### config.mk
export PLATFORM = sky130hd
export DESIGN_NAME = glz_packer
export DESIGN_NICKNAME = d
export VERILOG_FILES = /design/src/rtl/core/assert_macros.svh /design/src/rtl/core/glz_pkg.sv /design/src/rtl/core/glz_packer.sv
export SDC_FILE = /design/constraint.sdc
export NUM_CORES = 1
export LEC_CHECK = 0
export ABC_AREA = 1
export ABC_CLOCK_PERIOD_IN_PS = 1500
export BUFFER_PORTS_ARGS = -buffer_cell sky130_fd_sc_hd__buf_2
export CAP_MARGIN = 10
export CORE_ASPECT_RATIO = 1.25
export CORE_MARGIN = 3
export CORE_UTILIZATION = 50
export DETAILED_ROUTE_END_ITERATION = 6
export GPL_TIMING_DRIVEN = 0
export PLACE_DENSITY_LB_ADDON = 0.2
export SLEW_MARGIN = 20
export SYNTH_ARGS = -nofsm -noshare
export SYNTH_HDL_FRONTEND = slang
export SYNTH_SLANG_ARGS = --single-unit
### constraint.sdc
create_clock -name clk_i -period 1.5 [get_ports clk_i]
set_input_delay 0.15 -clock clk_i [delete_from_list [all_inputs] [get_ports clk_i]]
set_output_delay 0.15 -clock clk_i [all_outputs]
set_load 0.01 [all_outputs]
### src/rtl/core/assert_macros.svh
// Assertion helpers for the GIF LZW core.
`ifndef ASSERT_MACROS_SVH
`define ASSERT_MACROS_SVH
`ifndef SYNTHESIS
// Implication checked every clock, off during reset.
`define GLZ_ASSERT(lbl, prop, msg) \
  lbl: assert property (@(posedge clk_i) disable iff (!rst_ni) prop) else $error(msg);
// Condition that must never be true.
`define GLZ_NEVER(lbl, cond, msg) \
  lbl: assert property (@(posedge clk_i) disable iff (!rst_ni) !(cond)) else $error(msg);
`else
`define GLZ_ASSERT(lbl, prop, msg)
`define GLZ_NEVER(lbl, cond, msg)
`endif
`endif

### src/rtl/core/glz_pkg.sv
package glz_pkg;

  localparam int unsigned CodeW    = 12;
  localparam int unsigned AddrW    = 12;
  localparam int unsigned PixW     = 8;
  localparam int unsigned RootN    = 256;
  localparam logic [11:0] CodeLimit = 12'hfff;
  localparam logic [3:0]  MaxCodeW = 4'd12;

  // one code handed to the bit packer
  typedef struct packed {
    logic        valid;
    logic [11:0] code;
    logic [3:0]  width;
    logic        final_code;
  } code_req_t;

  // dictionary write command
  typedef struct packed {
    logic        fc_we;
    logic        ns_we;
    logic        ep_we;
    logic [11:0] addr;
    logic [11:0] link;
    logic [7:0]  pix;
  } dict_wr_t;

  function automatic logic [11:0] width_mask(input logic [3:0] w);
    logic [12:0] m;
    m = (13'd1 << w) - 13'd1;
    return m[11:0];
  endfunction

endpackage

### src/rtl/core/glz_packer.sv
module glz_packer (
  input  logic                clk_i,
  input  logic                rst_ni,
  input  glz_pkg::code_req_t  req_i,
  output logic                ready_o,
  output logic                out_valid_o,
  input  logic                out_stall_i,
  output logic [7:0]          out_byte_o,
  output logic                last_byte_o
);

  logic [19:0] acc_q, acc_d;
  logic [4:0]  n_q, n_d;
  logic        final_q, final_d;
  logic        ovld_q, ovld_d;
  logic [7:0]  obyte_q, obyte_d;
  logic        olast_q, olast_d;
  logic        take_out, have_full, have_part;
  logic [19:0] code_ext;

  assign take_out  = !ovld_q || !out_stall_i;
  assign have_full = (n_q >= 5'd8);
  assign have_part = final_q && (n_q != 5'd0) && (n_q < 5'd8);
  assign ready_o   = (n_q < 5'd8) && !final_q;
  assign code_ext  = {8'd0, req_i.code & glz_pkg::width_mask(req_i.width)};

  always_comb begin
    acc_d   = acc_q;
    n_d     = n_q;
    final_d = final_q;
    ovld_d  = ovld_q;
    obyte_d = obyte_q;
    olast_d = olast_q;
    if (take_out) begin
      ovld_d = have_full || have_part;
      if (have_full) begin
        obyte_d = acc_q[7:0];
        acc_d   = acc_q >> 8;
        n_d     = n_q - 5'd8;
        olast_d = final_q && (n_q == 5'd8);
        if (final_q && (n_q == 5'd8)) final_d = 1'b0;
      end else if (have_part) begin
        obyte_d = acc_q[7:0];
        acc_d   = '0;
        n_d     = '0;
        olast_d = 1'b1;
        final_d = 1'b0;
      end
    end
    if (req_i.valid && ready_o) begin
      acc_d   = acc_q | (code_ext << n_q[2:0]);
      n_d     = n_q + {1'b0, req_i.width};
      final_d = req_i.final_code;
    end
  end

  always_ff @(posedge clk_i or negedge rst_ni) begin
    if (!rst_ni) begin
      acc_q   <= '0;
      n_q     <= '0;
      final_q <= 1'b0;
      ovld_q  <= 1'b0;
      olast_q <= 1'b0;
    end else begin
      acc_q   <= acc_d;
      n_q     <= n_d;
      final_q <= final_d;
      ovld_q  <= ovld_d;
      olast_q <= olast_d;
    end
  end

  always_ff @(posedge clk_i) begin
    obyte_q <= obyte_d;
  end

  assign out_valid_o = ovld_q;
  assign out_byte_o  = obyte_q;
  assign last_byte_o = olast_q;

endmodule

==> summary.md, run 1 <==
| Metric | Value |
|---|---|
| Outcome | complete, but fails checks |
| Failing checks | setup timing |
| I/O pin count | 32 |
| Final hold vios | 0 |
| Mapped Area | about 2300 um2 |
| Post-synth cell types | 33 |
| Worst path max stage delay | 0.44 ns |
| Total Power | 6.84 mW |
| Fin. max-slew vios | 0 |
| Vias per cell | between 5 and 6 |
| GR Util All Layers | between 20% and 30% |
| Max IR drop VDD | around 740 uV |
| Yosys warns | 0 |
| Initial Utilization | a little over half |
| Largest net degree at the start of global routing | 28 |
| Startpoint types | flop |
| Nature of the critical path endpoint | flop |
| CTS H-tree lvls | 2 |
| Layout area overhead | 46.5% |
| Total grt overflow | 0 |
| Number of diodes | 0 |
| Core area | around 4400 um2 |
| Clock Tree Root | clkbuf_8 |
| Worst setup path end | n_q[4]$_DFFE_PN0P_ |
| Top_reg_cell synth | dfrtp_1 |
| Setup ws final | -0.244 ns |
| Chip Height | approximately 82 um |
| Setup Crit Path Kind | flop to flop |
| Total Die Area | about 5500 um2 |
| Number of synthesized flops with an enable pin | 8 |
| Hpwl dp | 4600 um |
| Pwr/cell area | around 2000 nW/um2 |
| Initial DRC count | 121 |
| Final setup vio count | 34 |
| Sequential area share after synthesis | 39.7% |
| Final Cycle Share | 116% |
| Cts bufs inserted | 5 |
| HP Class | input port to flop |
| Arr. time, crit path | 1.96 ns |
| Leak | between 1.5 and 2 nW |
| Worst-path clk slew | around 0.07 ns |
| CP max-delay cell | dfrtp_2 |
| PortBufs | 31 |
| Achievable Freq | between 500 and 600 MHz |
| GP Congestion | ~0.9 |
| Cells after Synth | ~320 |
| Post-route cell area | 3380 um2 |
| Reg2reg path depth | 9 |
| Area after DPL | roughly 2600 um2 |
| Final min period | between 1.5 and 2 ns |
| Crit path buf inv count | 0 |
| Synth Area per Inst | about 7.3 um2 |
| WHS | between 0.09 and 0.1 ns |
| First-pass GRT wire length | around 9900 um |
| CP top delay family | adder cells |
| Drt total wl | 6870 um |
| Post-Synthesis Net Count | approximately 340 |
| Rows | 27 |
| Clock Path Buffers | 2 |
| Critical Path Fanout Max | 3 |
| Fill cells | 325 |
| Clk_skew | ~0.0065 ns |
| Worst path cell trace | ha_4 > fa_2 > nand2_2 > nand2_2 > a21oi_2 > nor2_1 > o22ai_1 > nand2_1 > o21ai_1 |
| RSZ-0062 raised after global routing | yes |
| Multi-input gate area | between 1500 and 2000 um2 |
| Worst EP required | about 1.7 ns |
| #FFs+latches synth | 35 |
| Fraction of registers with async set/reset | 77.1% |
| Fin nets | slightly above 400 |
| Reg-to-reg endpoint | n_q[4]$_DFFE_PN0P_ |
| Worst-Margin Slew | around 0.65 ns |
| Max cap viols | 0 |
| Layout cell share with drive strength beyond 1 | 44.1% |
| Crit path from | n_q[0]$_DFFE_PN0P_ |
| Relative max-transition margin | 56.4% |
| Routed vias | between 2000 and 3000 |
| CP Depth | 9 |
| CTS Sinks | 35 |
| Reg2reg start | n_q[0]$_DFFE_PN0P_ |
| Most Frequent Cell on Critical Path | nand2_2 |
| Worst R2R Setup Slack | -0.24 ns |
| Hold Crit Depth | 2 |
| DRC violations left | 0 |
| Register area | ~920 um2 |
| Die Width | roughly 67 um |
| Antenna violations before repair | 0 |
| CTS tree | yes |
| ANT nets after route | 0 |
| Later-pin clock latency in the skew report | between 0.2 and 0.3 ns |
| Vias in the first global route | about 2100 |
| TritonRoute pass-1 iters | 4 |
| DR WL/cell | 15.4 um |
==> power breakdown <==
| part | switching (mW) | internal, mW | total (mW) |
|---|---|---|---|
| Clock | 0.364 | 0.495 | 0.858 |
| Combinational | 2.46 | 1.91 | 4.37 |
| Sequential | 0.220 | 1.39 | 1.61 |
==> how the worst min path moves through the flow <==
| stage | from | to |
|---|---|---|
| 2_1_floorplan | rst_ni | acc_q[0]$_DFFE_PN0P_ |
| 3_3_place_gp | rst_ni | acc_q[7]$_DFFE_PN0P_ |
| 3_5_place_dp | rst_ni | acc_q[7]$_DFFE_PN0P_ |
| 4_1_cts | req_i[0] | final_q$_DFFE_PN0P_ |
| 5_1_grt | req_i[0] | final_q$_DFFE_PN0P_ |
| 6_report | req_i[0] | final_q$_DFFE_PN0P_ |
==> through the flow <==
stage          instances  util (%)  TNS [ns]  setup WS [ns]
3_3_place_gp         404      58.5     -7.23         -0.404
4_1_cts              422      64.6     -3.83         -0.210
3_5_place_dp         404      58.5     -8.10         -0.454
5_1_grt              446      76.3     -6.97         -0.325
6_report             446      76.3     -4.21         -0.244
2_1_floorplan        315         -    -0.583        -0.0721
==> cell type report <==
| type | instances | area share (%) |
|---|---|---|
| Multi-Input combinational cell | 231 | 45.3 |
| Inverter | 41 | 5.34 |
| Timing Repair Buffer | 65 | 14.0 |
| Tap cell | 58 | 2.15 |
| Clock buffer | 5 | 2.04 |
| Sequential cell | 35 | 27.2 |
| Clock inverter | 3 | 1.30 |
| Buffer | 8 | 2.63 |
==> logic make-up (layout without fill, tap and decap cells) <==
logic type	count (synthesis)	in the layout	synth area share, %
compound gates	46	46	11.5
xor+xnor	1	1	0.380
fa+ha+maj	7	7	4.13
buf+inv	49	122	8.96
flops	35	35	39.7
simple gates	177	177	35.3
==> state kept, by name, summed over array words and instances (netlist names) <==
name,count
acc_q,19
out_byte_o,8
n_q,5
final_q,1
last_byte_o,1
out_valid_o,1
==> routing by layer <==
layer	wire, um	vias up	GRT usage, %
li1	-	1209	-
met1	2680	1186	28.2
met2	3590	88	43.0
met3	295	24	3.28
met4	304	0	8.94
met5	0	-	0
==> synth_stat cells (3+ instances only) <==
cell,number,area share [%]
o21ai_0,12,2.6
buf_2,3,0.65
inv_1,35,5.7
edfxtp_1,8,10
o211ai_1,3,0.98
nand2_2,4,1.1
nand4_1,8,2.2
nor2_1,12,2.0
nand2_1,79,13
a22oi_1,3,0.98
ha_1,6,3.3
a21oi_1,14,3.0
o21ai_1,6,1.3
dfrtp_1,27,29
nor2_2,9,2.4
inv_2,5,0.81
nand3_1,60,13
==> worst reg2reg max path, stage by stage, from the launching register on <==
cell	delay (ns)
dfrtp_2	0.44
ha_4	0.17
fa_2	0.35
nand2_2	0.10
nand2_2	0.05
a21oi_2	0.17
nor2_1	0.06
o22ai_1	0.17
nand2_1	0.07
o21ai_1	0.09
==> layout by cell type (no fill, tap or decap), types with 4 or more instances in the layout <==
| cell | synthesis | final |
|---|---|---|
| inv_1 | 35 | 26 |
| dfrtp_1 | 27 | 24 |
| clkbuf_8 | 0 | 5 |
| nand3_2 | 1 | 17 |
| nor2_1 | 12 | 5 |
| ha_4 | 0 | 4 |
| nor2_4 | 1 | 11 |
| buf_2 | 3 | 32 |
| buf_4 | 1 | 27 |
| a21oi_2 | 0 | 9 |
| nor2_2 | 9 | 6 |
| nand2_2 | 4 | 11 |
| inv_2 | 5 | 8 |
| nand3_1 | 60 | 43 |
| buf_6 | 2 | 8 |
| nand2_1 | 79 | 68 |
| nand4_1 | 8 | 8 |
| o21ai_0 | 12 | 5 |
| edfxtp_1 | 8 | 8 |
| a21oi_1 | 14 | 5 |
| o21ai_1 | 6 | 8 |
| o21ai_2 | 0 | 4 |
==> timing repair <==
| action | in CTS | in global routing |
|---|---|---|
| endpoints found under the hold margin | 27 | 0 |
| resized for setup | 22 | 82 |
| cloned | 0 | 3 |
| pin swaps | 13 | 23 |
| endpoints found under the setup margin | 33 | 35 |
| hold buffers | 1 | 0 |
| buffers inserted | 9 | 21 |
No activity file was read; power rests on OpenSTA's default activity.
==> run 2, diff against run 1 <==
--- a/config.mk
+++ b/config.mk
@@ -15,6 +15,7 @@
 export DETAILED_ROUTE_END_ITERATION = 6
 export GPL_TIMING_DRIVEN = 0
 export PLACE_DENSITY_LB_ADDON = 0.2
+export SKIP_LAST_GASP = 1
 export SLEW_MARGIN = 20
 export SYNTH_ARGS = -nofsm -noshare
 export SYNTH_HDL_FRONTEND = slang
==> run 2 against run 1 <==
Clock skew grew 0.00094 ns. Fmax is 2.0% lower. The run still ends with setup timing left. Die area did not move. Core utilization fell by 0.45 points. Via count rose by 1.9%. Power fell by 0.27%. Sequential power barely moved. Global-route usage unchanged. Critical path type unchanged. Register-to-register slack worse by 0.03 ns.
==> summary.md, run 2 (same netlist as run 1, synthesis figures left out) <==
| Metric | Value |
|---|---|
| Reg2reg path depth | 10 (+1) |
| HP Class | input port to flop |
| Chip Height | 81.9 um (unchanged) |
| Layout Utilization | 75.8% (-0.45 points) |
| Vias per cell | 5.72 (+1.7%) |
| Max IR drop VDD | 797 uV (+7.0%) |
| Reg2reg start | n_q[0]$_DFFE_PN0P_ |
| Leak | 1.60 nW (-0.31%) |
| Clk_skew | 0.00748 ns (+0.000938 ns) |
| Post-Place Worst Slack | -0.454 ns (unchanged) |
| Post-route cell area | 3360 um2 (-0.59%) |
| Arr. time, crit path | 1.97 ns (about the same) |
| Antenna violations before repair | 0 (unchanged) |
| Final min period | 1.78 ns (+0.0348 ns) |
| WHS Endpoint | final_q$_DFFE_PN0P_ |
| Final hold vios | 0 (unchanged) |
| GR Util All Layers | 23.7% (unchanged) |
| Initial Utilization | 52.1% (unchanged) |
| Hold Crit Depth | 2 (unchanged) |
| Worst path max stage delay | 0.44 ns (about the same) |
| GP Congestion | 0.927 (unchanged) |
| First-pass GRT wire length | 9870 um (unchanged) |
| CP Depth | 10 (+1) |
| ANT nets after route | 0 (unchanged) |
| Routed vias | 2555 (+1.9%) |
| P_int | 3.79 mW (-0.31%) |
| Layout cell share with drive strength beyond 1 | 42.2% (-1.9 points) |
| Outcome | complete, but fails checks |
| DR WL/cell | 15.5 um (+0.98%) |
| Switching Share | 44.5% (about the same) |
| RSZ-0062 raised after global routing | yes |
| Later-pin clock latency in the skew report | 0.30 ns (about the same) |
| Fin nets | 416 (+0.24%) |
| Largest net degree at the start of global routing | 28 (unchanged) |
| Final setup vio count | 34 (unchanged) |
| Most Frequent Cell on Critical Path | nand2_1 |
| PortBufs | 31 (unchanged) |
| Layout area overhead | 45.6% |
| Worst R2R Setup Slack | -0.28 ns (-0.03 ns) |
| Net Sw Power | 3.04 mW (-0.21%) |
| TritonRoute pass-1 iters | 5 (+1) |
| Most common cell after layout, fill and taps aside | nand2_1 |
| Max FFs per register | 19 (unchanged) |
| CP max-delay cell | dfrtp_2 |
| DRC violations left | 0 (unchanged) |
| Pwr/cell area | 2030 nW/um2 (+0.33%) |
| Total Die Area | 5470 um2 (unchanged) |
| Hold Crit Start | req_i[0] |
| Startpoint types | flop |
| Failing checks | setup timing |
| Max cap viols | 0 (unchanged) |
| Fin. max-slew vios | 0 (unchanged) |
| Largest Register | acc_q |
| Area after DPL | 2590 um2 (unchanged) |
| Fill cells | 333 (+2.5%) |
| Clock Path Buffers | 2 (unchanged) |
| Initial DRC count | 168 (+39%) |
| Core area | 4430 um2 (unchanged) |
| WHS | 0.0871 ns (-0.00325 ns) |
| Achievable Freq | 562 MHz (-2.0%) |
| Setup Crit Path Kind | flop to flop |
| Crit path buf inv count | 0 (unchanged) |
| Nature of the critical path endpoint | flop |
| Number of diodes | 0 (unchanged) |
| Total Power | 6.82 mW (-0.27%) |
| Relative max-transition margin | 56.5% (+0.11 points) |
| Rows | 27 (unchanged) |
| Final cell count without fillers | 447 (+0.22%) |
| Total grt overflow | 0 (unchanged) |
| Die Width | 66.7 um (unchanged) |
| I/O pin count | 32 (unchanged) |
| Critical Path Fanout Max | 3 (unchanged) |
| Clock Power Share | 12.7% (+0.2 points) |
| CP top delay family | adder cells |
| CTS Sinks | 35 (unchanged) |
| Drt total wl | 6950 um (+1.2%) |
| Final Cycle Share | 119% (+2.3 points) |
| Worst path cell trace | ha_4 > fa_2 > nand2_2 > nand2_2 > a21oi_2 > nand2_1 > nand2_1 > o22ai_1 > nand2_1 > o21ai_1 |
| Reg-to-reg endpoint | n_q[4]$_DFFE_PN0P_ |
| Clock Tree Root | clkbuf_8 |
| Flop pwr share | 23.6% (about the same) |
| Vias in the first global route | 2141 (unchanged) |
| Worst EP required | 1.69 ns (-0.02 ns) |
| CTS tree | yes |
| Highest-count cells in the layout ignoring fill and taps | nand2_1 (69), nand3_1 (43), buf_2 (32), buf_4 (28), inv_1 (27) |
| Setup ws final | -0.278 ns (-0.0348 ns) |
| Comb pwr share | 63.7% (-0.2 points) |
| CTS H-tree lvls | 2 (unchanged) |
| Setup_tns | -4.44 ns (-0.228 ns) |
| Cts bufs inserted | 5 (unchanged) |
| Hpwl dp | 4600 um (unchanged) |
| Placed cell count | 404 (unchanged) |
| Worst-Margin Slew | 0.652 ns (-0.00171 ns) |
| Worst-path clk slew | 0.07 ns (about the same) |
[run 2: cell types whose count changed in the layout (fill, tap and decap cells not counted), sizes merged]
cell and change:
clkbuf +1
[run 2: final cells by class]
type | count | area, um2 | share of cell area [%]
flip-flops and latches | 35 | 920 | 27.4
plain buffers | 8 | 88.8 | 2.65
clock inverters | 3 | 43.8 | 1.30
multi-input cells | 231 | 1500 | 44.8
clock buffers | 5 | 68.8 | 2.05
repair buffers | 66 | 478 | 14.2
well taps | 58 | 72.6 | 2.16
inverters | 41 | 180 | 5.37
[run 2: metal layers]
| metal | routed length (um) | global-route usage (%) | part of all wire, % |
|---|---|---|---|
| met5 | 0 | 0 | 0 |
| met2 | 3590 | 43.0 | 52 |
| met1 | 2720 | 28.2 | 39 |
| met4 | 291 | 8.94 | 4.2 |
| met3 | 352 | 3.28 | 5.1 |
[run 2: worst max-delay path by stage]
stage	slack (ns)	end	from
finish	-0.28	n_q[4]$_DFFE_PN0P_	n_q[0]$_DFFE_PN0P_
global route	-0.34	n_q[4]$_DFFE_PN0P_	n_q[0]$_DFFE_PN0P_
CTS	-0.21	acc_q[10]$_DFFE_PN0P_	n_q[1]$_DFFE_PN0P_
detailed placement	-0.45	acc_q[14]$_DFFE_PN0P_	req_i[4]
global placement	-0.40	acc_q[1]$_DFFE_PN0P_	req_i[2]
floorplan	-0.07	n_q[4]$_DFFE_PN0P_	n_q[0]$_DFFE_PN0P_
[run 2: what timing repair did]
item,4_1_cts,5_1_grt
endpoints found under the setup margin,33,35
cloned,0,3
buffers inserted,9,22
hold buffers,1,0
endpoints found under the hold margin,27,0
pin swaps,13,23
resized for setup,21,73
[run 2: power groups by stage]
| stage | combinational, mW | sequential [mW] | clock, mW |
|---|---|---|---|
| 2_1_floorplan | 1.91 | 1.67 | 0 |
| 3_3_place_gp | 2.63 | 1.62 | 0 |
| 3_5_place_dp | 2.67 | 1.64 | 0 |
| 4_1_cts | 3.06 | 1.59 | 0.861 |
| 5_1_grt | 4.68 | 1.65 | 0.900 |
| 6_report | 4.35 | 1.61 | 0.867 |
==> run 3, diff against run 2 <==
--- a/config.mk
+++ b/config.mk
@@ -15,6 +15,7 @@
 export DETAILED_ROUTE_END_ITERATION = 6
 export GPL_TIMING_DRIVEN = 0
 export PLACE_DENSITY_LB_ADDON = 0.2
+export RECOVER_POWER = 25
 export SKIP_LAST_GASP = 1
 export SLEW_MARGIN = 20
 export SYNTH_ARGS = -nofsm -noshare
==> run 3 against run 2 <==
The flow still finishes with violations (setup timing). Fmax unchanged. Final area did not move. Combinational power about the same. Clock power about the same. Die area unchanged. Power is essentially flat. Sequential cell count stayed put. Register-to-register slack hardly changed. First-iteration DRC count unchanged. Critical endpoint unchanged. Highest routed layer unchanged.
==> summary.md, run 3 (same netlist as run 1, synthesis figures left out) <==
| Metric | Value |
|---|---|
| Outcome | complete, but fails checks |
| Failing checks | setup timing |
| Pwr/cell area | 2030 nW/um2 (about the same) |
| RSZ-0062 raised after global routing | yes |
| Later-pin clock latency in the skew report | 0.30 ns (about the same) |
| I/O pin count | 32 (unchanged) |
| Layout area overhead | 45.6% (unchanged) |
| Routed vias | 2555 (unchanged) |
| Worst-Margin Slew | 0.726 ns (+0.0734 ns) |
| Area after DPL | 2590 um2 (unchanged) |
| Setup ws final | -0.278 ns (unchanged) |
| Final setup vio count | 34 (unchanged) |
| DR WL/cell | 15.5 um (about the same) |
| GR Util All Layers | 23.7% (unchanged) |
| Critical Path Fanout Max | 3 (unchanged) |
| Hpwl dp | 4600 um (unchanged) |
| Antenna violations before repair | 0 (unchanged) |
| Fin nets | 416 (unchanged) |
| WHS | 0.0871 ns (unchanged) |
| Post-route cell area | 3360 um2 (unchanged) |
| Rows | 27 (unchanged) |
| Final min period | 1.78 ns (unchanged) |
| Net Sw Power | 3.04 mW (about the same) |
| Vias per cell | 5.72 (unchanged) |
| Die Width | 66.7 um (unchanged) |
| Comb pwr share | 63.7% (about the same) |
| Drt total wl | 6950 um (about the same) |
| CTS H-tree lvls | 2 (unchanged) |
| Hold Crit Start | req_i[0] |
| Most common cell after layout, fill and taps aside | nand2_1 |
| Clock Power Share | 12.7% (about the same) |
| WHS Endpoint | final_q$_DFFE_PN0P_ |
| Switching Share | 44.5% (about the same) |
| CTS tree | yes |
| Fin. max-slew vios | 0 (unchanged) |
| Total Die Area | 5470 um2 (unchanged) |
| Chip Height | 81.9 um (unchanged) |
| GP Congestion | 0.927 (unchanged) |
| Relative max-transition margin | 51.6% (-4.9 points) |
| CTS Sinks | 35 (unchanged) |
| Max IR drop VDD | 797 uV (about the same) |
| HP Class | input port to flop |
| Clock Path Buffers | 2 (unchanged) |
| Max FFs per register | 19 (unchanged) |
| First-pass GRT wire length | 9870 um (unchanged) |
| Clock Tree Root | clkbuf_8 |
| Core area | 4430 um2 (unchanged) |
| Final hold vios | 0 (unchanged) |
| Clk_skew | 0.00748 ns (unchanged) |
| Arr. time, crit path | 1.97 ns (about the same) |
| Initial DRC count | 168 (unchanged) |
| Leak | 1.60 nW (about the same) |
| P_int | 3.79 mW (about the same) |
| Reg2reg start | n_q[0]$_DFFE_PN0P_ |
| Worst EP required | 1.69 ns (about the same) |
| Post-Place Worst Slack | -0.454 ns (unchanged) |
| Hold Crit Depth | 2 (unchanged) |
| PortBufs | 31 (unchanged) |
| Reg2reg path depth | 10 (unchanged) |
| Vias in the first global route | 2141 (unchanged) |
| Cts bufs inserted | 5 (unchanged) |
| Placed cell count | 404 (unchanged) |
| Number of diodes | 0 (unchanged) |
| Layout cell share with drive strength beyond 1 | 42.2% (unchanged) |
| Worst-path clk slew | 0.07 ns (about the same) |
| Worst R2R Setup Slack | -0.28 ns (about the same) |
| Final cell count without fillers | 447 (unchanged) |
| Initial Utilization | 52.1% (unchanged) |
| Flop pwr share | 23.6% (about the same) |
| TritonRoute pass-1 iters | 5 (unchanged) |
| Reg-to-reg endpoint | n_q[4]$_DFFE_PN0P_ |
| Total grt overflow | 0 (unchanged) |
| Startpoint types | flop |
| Final Cycle Share | 119% (unchanged) |
| Nature of the critical path endpoint | flop |
| Setup Crit Path Kind | flop to flop |
| Highest-count cells in the layout ignoring fill and taps | nand2_1 (69), nand3_1 (43), buf_2 (31), buf_4 (28), inv_1 (27) |
| Max cap viols | 0 (unchanged) |
| Largest Register | acc_q |
| Fill cells | 333 (unchanged) |
| Largest net degree at the start of global routing | 28 (unchanged) |
| ANT nets after route | 0 (unchanged) |
| Achievable Freq | 562 MHz (unchanged) |
| DRC violations left | 0 (unchanged) |
==> run 3: worst max path at each step <==
stage                       start               endpoint  slack, ns  cells past startpoint
5_1_grt        n_q[0]$_DFFE_PN0P_     n_q[4]$_DFFE_PN0P_      -0.34                      9
3_3_place_gp             req_i[2]   acc_q[1]$_DFFE_PN0P_      -0.40                     11
3_5_place_dp             req_i[4]  acc_q[14]$_DFFE_PN0P_      -0.45                     13
4_1_cts        n_q[1]$_DFFE_PN0P_  acc_q[10]$_DFFE_PN0P_      -0.21                     10
2_1_floorplan  n_q[0]$_DFFE_PN0P_     n_q[4]$_DFFE_PN0P_      -0.07                     10
6_report       n_q[0]$_DFFE_PN0P_     n_q[4]$_DFFE_PN0P_      -0.28                     10
==> run 3: layout make-up <==
cell class,instances,area (um2),area share (%)
Multi-Input combinational cell,231,1500,44.8
Sequential cell,35,920,27.4
Timing Repair Buffer,66,478,14.2
Inverter,41,180,5.37
Buffer,8,88.8,2.65
Tap cell,58,72.6,2.16
Clock buffer,5,68.8,2.05
Clock inverter,3,43.8,1.30
==> run 3: critical path, stage by stage (launching register included) <==
cell	delay, ns
dfrtp_2	0.44
ha_4	0.17
fa_2	0.34
nand2_2	0.09
nand2_2	0.05
a21oi_2	0.18
nand2_1	0.07
nand2_1	0.09
o22ai_1	0.09
nand2_1	0.07
o21ai_1	0.06
==> run 3: routing by layer <==
| metal | GRT usage [%] | up-vias | share of wire (%) |
|---|---|---|---|
| met4 | 8.94 | 0 | 4.2 |
| met5 | 0 | - | 0 |
| met1 | 28.2 | 1210 | 39 |
| met3 | 3.28 | 29 | 5.1 |
| met2 | 43.0 | 102 | 52 |
| li1 | - | 1214 | - |
==> run 3: power groups by stage <==
stage / Clock (mW) / Combinational (mW) / Sequential, mW
global placement: 0 / 2.63 / 1.62
detailed placement: 0 / 2.67 / 1.64
global route: 0.900 / 4.68 / 1.65
CTS: 0.861 / 3.06 / 1.59
finish: 0.867 / 4.35 / 1.61
floorplan: 0 / 1.91 / 1.67
==> run 3: timing repair <==
action,in CTS,in global routing
gates resized for setup,21,73
endpoints found under the hold margin,27,0
cloned,0,3
buffers inserted,9,22
setup endpoints to repair,33,35
pin swaps,13,23
hold buffers,1,0
==> run 3: through the flow <==
step	power (mW)	utilization [%]	TNS [ns]
2_1_floorplan	3.58	-	-0.583
3_3_place_gp	4.26	58.5	-7.23
3_5_place_dp	4.31	58.5	-8.10
4_1_cts	5.51	64.6	-3.88
5_1_grt	7.23	75.8	-6.59
6_report	6.82	75.8	-4.44
